## config.mk

```make
export PLATFORM = sky130hd
export DESIGN_NAME = pal_cell
export DESIGN_NICKNAME = d
export VERILOG_FILES = /design/src/rtl/pal_pkg.sv /design/src/rtl/pal_cell.sv
export SDC_FILE = /design/constraint.sdc
export NUM_CORES = 1
export LEC_CHECK = 0
export ABC_AREA = 1
export BUFFER_PORTS_ARGS = -buffer_cell sky130_fd_sc_hd__buf_2
export CORE_MARGIN = 2
export CORE_UTILIZATION = 35
export CTS_BUF_LIST = sky130_fd_sc_hd__clkbuf_4 sky130_fd_sc_hd__clkbuf_8
export DETAILED_ROUTE_END_ITERATION = 6
export PLACE_DENSITY = 0.78
export SLEW_MARGIN = 20
export SYNTH_ARGS = -nofsm -noshare
export SYNTH_HDL_FRONTEND = slang
export SYNTH_SLANG_ARGS = --single-unit
```

## constraint.sdc

```tcl
create_clock -name aclk -period 3.7 [get_ports aclk]
set_input_delay 0.555 -clock aclk [delete_from_list [all_inputs] [get_ports aclk]]
set_output_delay 0.555 -clock aclk [all_outputs]
set_load 0.01 [all_outputs]
```

## src/rtl/pal_pkg.sv

```systemverilog
// package for the positional array list: payload types, codes and defaults
package pal_pkg;

    localparam int DEFAULT_CAPACITY = 128;
    localparam int POS_W = 7;
    localparam int VAL_W = 32;
    localparam int LEN_W = 8;

    typedef enum logic [1:0] {
        OP_APPEND   = 2'd0,
        OP_INSERT   = 2'd1,
        OP_REMOVE   = 2'd2,
        OP_RETRIEVE = 2'd3
    } opcode_t;

    typedef enum logic [1:0] {
        ST_OK    = 2'd0,
        ST_FULL  = 2'd1,
        ST_RANGE = 2'd2
    } status_t;

    typedef struct packed {
        opcode_t                   opcode;
        logic [POS_W-1:0]          position;
        logic signed [VAL_W-1:0]   value;
    } in_t;

    typedef struct packed {
        status_t                   status;
        logic signed [VAL_W-1:0]   read_value;
        logic [LEN_W-1:0]          list_length;
        logic                      is_empty;
    } out_t;

    // broadcast to every cell of the chain
    typedef struct packed {
        logic                      ins;
        logic                      rem;
        logic signed [VAL_W-1:0]   value;
    } cell_ctrl_t;

endpackage

```

## src/rtl/pal_cell.sv

```systemverilog
// one list entry: shifts up on insert, down on remove, drives its value on a matching read
module pal_cell #(
    parameter int PW  = 7,
    parameter int IDX = 0
) (
    input  logic                         aclk,
    input  pal_pkg::cell_ctrl_t          ctrl,
    input  logic [PW-1:0]                pos,
    input  logic signed [pal_pkg::VAL_W-1:0] left_data,
    input  logic signed [pal_pkg::VAL_W-1:0] right_data,
    output logic signed [pal_pkg::VAL_W-1:0] data,
    output logic signed [pal_pkg::VAL_W-1:0] rd
);
    import pal_pkg::*;

    localparam logic [PW-1:0] MY_IDX = PW'(IDX);

    logic signed [VAL_W-1:0] data_reg;
    logic signed [VAL_W-1:0] data_next;

    always_comb begin
        data_next = data_reg;
        if (ctrl.ins) begin
            if (MY_IDX > pos) begin
                data_next = left_data;
            end else if (MY_IDX == pos) begin
                data_next = ctrl.value;
            end
        end else if (ctrl.rem) begin
            if (MY_IDX >= pos) begin
                data_next = right_data;
            end
        end
    end

    always_ff @(posedge aclk) begin
        data_reg <= data_next;
    end

    assign data = data_reg;
    // and-or read bus: only the addressed cell contributes
    assign rd   = (MY_IDX == pos) ? data_reg : '0;

endmodule

```

# Word-level counts from Yosys, hierarchy flattened
# Index checks and enable logic that the tools add are counted.
[totals]
regBits = 32
out_inout_bits = 64
elab_cells = 14
[classes]
n_lt_le_gt_ge = 2
n_eq_ne = 1
n_mux = 6
reduce_logical = 4
[op_table]
columns = ["cell", "n"]
rows = [
  ["32-bit 2-to-1 mux", 6],
  ["1-bit by 7-bit greater-or-equal comparator with 1-bit output, first input constant", 1],
  ["1-bit by 7-bit > comparator with 1-bit output, first input constant", 1],
  ["7-bit zero test", 1],
  ["2-bit nonzero test", 2],
  ["3-bit by 1-bit != test with 1-bit output, second input constant", 1],
  ["3-bit AND reduction", 1],
]

# Depth between registers and ports, before layout
# Gate-level depths: netlist of the first run.
[logic_depth]
ltp_word = 4
mapped_depth = 4
ltp_nobuf = 3

# Least setup slack after synthesis of the first run
# Ideal clock, no wire load.
[synth_timing]
path_kind = "input-to-reg"
from = "in pos[0]"
to = "reg data_reg[0] (netlist: data[0]) (enable)"
setup_ns = 0.461
arrival_ns = 3.021
required_time_ns = 3.239
setup_slack_ns = 0.218
stages = 3
path_cell_list = "nor2_2 -> nand2_2 -> nor3_1"
[synth_via]
elab_chain_len = 3
word_cells_on_any_way = 6
cone_classes = "2 x order compare; 1 x eq/ne; 3 x reduce/logical"
[synth_rtl]
columns = ["element", "line_no", "source"]
rows = [
  ["start: declaration", "pal_cell.sv:8", "input logic [PW-1:0] pos,"],
  ["1-bit by 7-bit > comparator with 1-bit output (tied with other cells)", "pal_cell.sv:24", "if (MY_IDX > pos) begin"],
  ["3-bit by 1-bit != test with 1-bit output (no line) or 2-bit nonzero test (tied branches)", "-", ""],
  ["3-bit AND reduction (no line) *", "-", ""],
  ["end signal: assignment", "pal_cell.sv:37", "data_reg <= data_next;"],
  ["end: declaration", "pal_cell.sv:18", "logic signed [VAL_W-1:0] data_reg;"],
]
# Every way passes the cells marked *; elsewhere a longest branch is shown, timed or not.
# A chain may end at the register's enable or synchronous reset.

# Worst setup path in the final report of the first run
[layout_timing]
from = "in pos[1]"
to = "out rd[0] (netlist name)"
[layout_via]
elab_chain_len = 2
[layout_rtl]
columns = ["element", "line_no", "source"]
rows = [
  ["7-bit zero test", "pal_cell.sv:42", "assign rd = (MY_IDX == pos) ? data_reg : '0;"],
  ["32-bit 2-to-1 mux", "pal_cell.sv:42", ""],
  ["end: declaration", "pal_cell.sv:12", "output logic signed [pal_pkg::VAL_W-1:0] rd"],
]
# Every way passes these cells.

==> impl_results.md, run 1 <==
- Status: finished, final reports clean
- Post-synthesis cell area: 1951 µm²
- Die area: 6187 µm²
- All-layer global routing usage: 0.1553
- Synth Area in Compound Gates: 0.08210
- Flop pwr share: 0.489
- Net count after synthesis: 319
- VDD IR max: 0.1499 mV
- Delay-heaviest family, CP: simple AND/OR/NAND/NOR gates
- Area delta synth->final: 40.73%
- Initial DRC count: 114
- NetSw: 172.6 µW
- Top-Level Pins: 170
- Synth Area in Simple Gates: 0.2386
- Initial Util: 0.3586
- Nets: 453
- Post-CTS setup buffers: 0
- Fill count: 523
- Final hold vios: 0
- Tcrit/Tclk final: 0.6534
- RSZ-0062 raised after global routing: no
- Post-DRT Antenna Nets: 0
- Area of the multi-input gates: 630.6 µm²
- Main combinational cell family by area after synthesis: simple AND/OR/NAND/NOR gates
- Met1 GRT Util: 0.1594
- Final wirelength: 4795 µm
- Die H: 78.66 µm
- Root Driver: clkbuf_8
- Average wire per standard cell: 11.42 µm
- Clock Power Share: 0.397
- Register area share after synthesis: 0.4926
- Most used cell, CP: buf_2
- Post-CTS Hold Buffers: 0
- Clock Tree Buf Depth: 2
- Post-synthesis xor/xnor area fraction: 0
- Critical Setup Path Class: input port to output pin
- CTS tree: done
- Combinational power share: 0.114
- Cts repair resizes: 0
- CTS clk-pin slew, worst paths: 0.07 ns
- Synthesized flop and latch total: 32
- Slowest-stage cell, CP: nand2_2
- Max-cap violations: 0
- Via density: 4.305
- Layout cells sized above 1: 0.5230
- Warnings from Yosys: 0
- Core area: 5439 µm²
- WP data required: 3.14 ns
- CP max stage delay: 0.54 ns
- Adder-Cell Fraction of Synth Area: 0
- Internal power: 654.4 µW
- Placed cells: 412
- First-pass GRT wire length: 7431 µm
- PD cells: 301.2 nW/µm²
- Leakage: 1.454 nW
- Tmin final: 2.418 ns
- Largest net degree at the start of global routing: 49
- Max Fclk: 413.6 MHz
- Antenna violations before repair: 0
- Drt first pass iters: 4
- Final Wtd Congestion: 0.7984
- Sw Share: 0.2087
- Die width: 78.66 µm
- Synth Instances: 213
- Worst path bufs/invs: 2
- Non-filler instance count after layout: 420
- Sequential Area: 960.9 µm²
- Critical-path cell list: buf_2 -> nor2_1 -> nand2_2 -> nor3_1 -> buf_2
- Highest-count cells in the layout ignoring fill and taps: buf_2, inv_1, nand2_1, edfxtp_1, nor3_2
- Fin Setup TNS: 0 ns
- Hold WC Path Type: input port to flop
- Fin. max-slew vios: 0
- Met2 GRT Util: 0.2949
- Most common cell after layout, fill and taps aside: buf_2
- Clk sink count: 32
- Worst-Margin Slew: 0.9781 ns
- DRC violations left: 0
- Nature of the critical path startpoint: input port
- Hold WS: 0.5505 ns
- Crit-path max FO: 33
- Multiplexer share of the synthesized area: 0
- Max reg flops: 32
- Mean Syn Cell Area: 9.158 µm²
- Crit. End Element: output pin
- WP data arrival: 1.86 ns
- Final Setup Violations: 0
- Unique masters post-synth: 13
- Final Power: 826.9 µW
- GRT busiest layer: met2
- # H-tree levels: 2
- Residual overflow from global routing: 0
- Slew margin rel.: 0.3456
- Number of buffers created by CTS: 5
- Via Count: 1808
- Met3 usage: 0.04713
- Vias in the first global route: 1707
- Core Util, Final: 0.5047
- Diode count: 0
- FP Rows: 27
- Placed wire-length estimate: 3769 µm
- Port Buffer Count: 137
==> kinds of logic after synthesis <==
| family | count (synthesis) |
|---|---|
| compound gates | 32 |
| simple gates | 71 |
| flops | 32 |
| buf+inv | 78 |
==> synthesized netlist by cell type (all sizes together) <==
master / count / area (µm²)
inv: 65 / 244.0
o21ai: 32 / 160.2
nor3: 33 / 315.3
clkbuf: 1 / 3.750
nor2: 4 / 17.52
buf: 12 / 116.4
edfxtp: 32 / 960.9
nand2: 34 / 132.6
==> metal layers <==
layer  up-vias  wire (µm)
li1        926          -
met1       806       1776
met2        67       2607
met3         9        320
met4         0         91
met5         -          0
==> power by group through the flow <==
| stage | Clock, mW | Combinational (mW) | Sequential [mW] |
|---|---|---|---|
| floorplan | 0 | 0.0520 | 0.413 |
| global placement | 0 | 0.0913 | 0.412 |
| detailed placement | 0 | 0.0951 | 0.412 |
| CTS | 0.339 | 0.0951 | 0.405 |
| global route | 0.354 | 0.108 | 0.405 |
| finish | 0.328 | 0.0940 | 0.405 |
==> path summary, 6_finish.rpt <==
path	startpoint	end	slack, ns	cells after the start
worst max-delay path	pos[1]	rd[0]	1.28	5
worst min-delay path	ctrl[6]	data[6]	0.55	3
==> layout make-up <==
cell class / count / area share
inverter: 65 / 0.08888
timing repair buffer: 140 / 0.2580
tap: 72 / 0.03282
sequential: 32 / 0.3500
clock inverter: 2 / 0.01276
multi-input combinational: 103 / 0.2297
clock buffer: 6 / 0.02780
==> per-stage QoR <==
step           cell area [µm²]  worst slack (ns)
5_1_grt                   2745             1.099
4_1_cts                   2745             1.261
3_3_place_gp              2634             1.346
3_5_place_dp              2634             1.266
6_report                  2745             1.282
2_1_floorplan             1951            0.2180
Note: power is estimated with default switching activity, not from simulation.
==> run 2, diff against run 1 <==
Clock period 3.7 ns to 2.2 ns, I/O delays scaled along.
==> run 2 against run 1 <==
  * Worst setup slack lost 0.68 ns
  * First-iteration DRC count shrank 54%
  * Total power grew 56%
  * Critical path depth grew 1
  * Non-clock buffer count grew 4
  * Combinational power grew 77%
==> impl_results.md, run 2 (synthesis results as in run 1) <==
- Max Fclk: 626.7 MHz
- Port Buffer Count: 137 (unchanged)
- VDD IR max: 0.2996 mV (+100%)
- Antenna violations before repair: 0 (unchanged)
- RSZ-0062 raised after global routing: no
- PD cells: 461.6 nW/µm² (+53%)
- Area delta synth->final: 43.30%
- Drt first pass iters: 4 (unchanged)
- Diode count: 0 (unchanged)
- Hold WS: 0.3346 ns (-0.2159 ns)
- Critical Setup Path Class: input port to output pin
- Fin Setup TNS: 0 ns (unchanged)
- WP data required: 1.87 ns (-1.27 ns)
- Clk sink count: 32 (unchanged)
- First-pass GRT wire length: 7320 µm (-1.5%)
- Average wire per standard cell: 11.21 µm (-1.8%)
- Slowest-stage cell, CP: buf_4
- Post-CTS Hold Buffers: 0 (unchanged)
- Vias in the first global route: 1656 (-3.0%)
- Residual overflow from global routing: 0 (unchanged)
- Worst path bufs/invs: 3 (+1)
- Root Driver: clkbuf_8
- WP data arrival: 1.27 ns (-0.59 ns)
- Via Count: 1799 (-0.50%)
- Max-cap violations: 0 (unchanged)
- Cts repair resizes: 0 (unchanged)
- Core area: 5439 µm² (unchanged)
- Tcrit/Tclk final: 0.7253
- Tmin final: 1.596 ns
- Most used cell, CP: buf_2
- Nets: 457 (+0.88%)
- Final Wtd Congestion: 0.7760 (-2.8%)
- Final Setup Violations: 0 (unchanged)
- Status: finished, final reports clean
- Crit-path max FO: 11 (-67%)
- Fin. max-slew vios: 0 (unchanged)
- CTS clk-pin slew, worst paths: 0.06 ns (about the same)
- Final wirelength: 4753 µm (-0.88%)
- Layout cells sized above 1: 0.5256 (+0.002580)
- Die H: 78.66 µm (unchanged)
- Crit. End Element: output pin
- Top-Level Pins: 170 (unchanged)
- Final hold vios: 0 (unchanged)
- All-layer global routing usage: 0.1517 (-0.003610)
- Via density: 4.243 (-1.4%)
- Nature of the critical path startpoint: input port
- Fill count: 527 (+0.76%)
- Post-DRT Antenna Nets: 0 (unchanged)
- Die width: 78.66 µm (unchanged)
- Worst-Margin Slew: 0.3223 ns (-0.6558 ns)
- Largest net degree at the start of global routing: 39 (-20%)
- Placed cells: 416 (+0.97%)
- Initial Util: 0.3586 (unchanged)
- Post-CTS setup buffers: 0 (unchanged)
- DRC violations left: 0 (unchanged)
- Delay-heaviest family, CP: buffers and inverters
- # H-tree levels: 2 (unchanged)
- Die area: 6187 µm² (unchanged)
- Number of buffers created by CTS: 5 (unchanged)
- CP max stage delay: 0.25 ns (-0.29 ns)
- Most common cell after layout, fill and taps aside: buf_2
- Initial DRC count: 52 (-54%)
- Non-filler instance count after layout: 424 (+0.95%)
- Highest-count cells in the layout ignoring fill and taps: buf_2, inv_1, nand2_1, edfxtp_1, nor3_2
- Placed wire-length estimate: 3825 µm (+1.5%)
- Hold WC Path Type: input port to flop
- FP Rows: 27 (unchanged)
- CTS tree: done
- Critical-path cell list: buf_2 -> nor2_2 -> nand2_2 -> buf_4 -> nor3_1 -> buf_2
- Slew margin rel.: 0.7851 (+0.4395)
- Leakage: 1.477 nW (+1.6%)
- Clock Tree Buf Depth: 2 (unchanged)
- Max reg flops: 32 (unchanged)
## run 2: per-stage QoR
step	utilization	area, µm²	setup WS [ns]	power (mW)
after global routing	0.5139	2795	0.5300	1.350
after floorplan	-	1962	0.4005	0.7839
after global placement	0.4978	2708	0.6073	0.8553
after CTS	0.5139	2795	0.5981	1.307
final	0.5139	2795	0.6042	1.290
after detailed placement	0.4978	2708	0.5995	0.8624
## run 2: cell type report
cell class              instances  area, µm²  area share
multi-input cells             103      636.9      0.2278
well taps                      72      90.09     0.03223
flip-flops and latches         32      960.9      0.3438
clock inverters                 1      3.754    0.001343
clock buffers                   7      83.83     0.02999
inverters                      65      244.0     0.08729
repair buffers                144      775.7      0.2775
## run 2: per-layer routing
layer	track usage	wire length [µm]	vias up
li1	-	-	933
met2	0.2795	2507	76
met3	0.03563	317	16
met1	0.1631	1782	774
met5	0	0	-
met4	0.06842	144	0
## run 2: tightest hold or removal path, delay by kind of cell
kind | cells | cell delay, ns
compound gates | 1 | 0.05
simple gates | 1 | 0.04
buf+inv | 1 | 0.08
## run 2: where the power goes
part	total [mW]	internal, mW	switching (mW)
combinational	0.166	0.0807	0.0857
sequential	0.681	0.679	0.00148
clock	0.443	0.245	0.199
total	1.29	1.00	0.286
## run 2: final timing paths
| kind | startpoint | endpoint | slack, ns | cells after the start |
|---|---|---|---|---|
| max | pos[0] | rd[31] | 0.60 | 6 |
| min | ctrl[19] | data[19] | 0.33 | 3 |
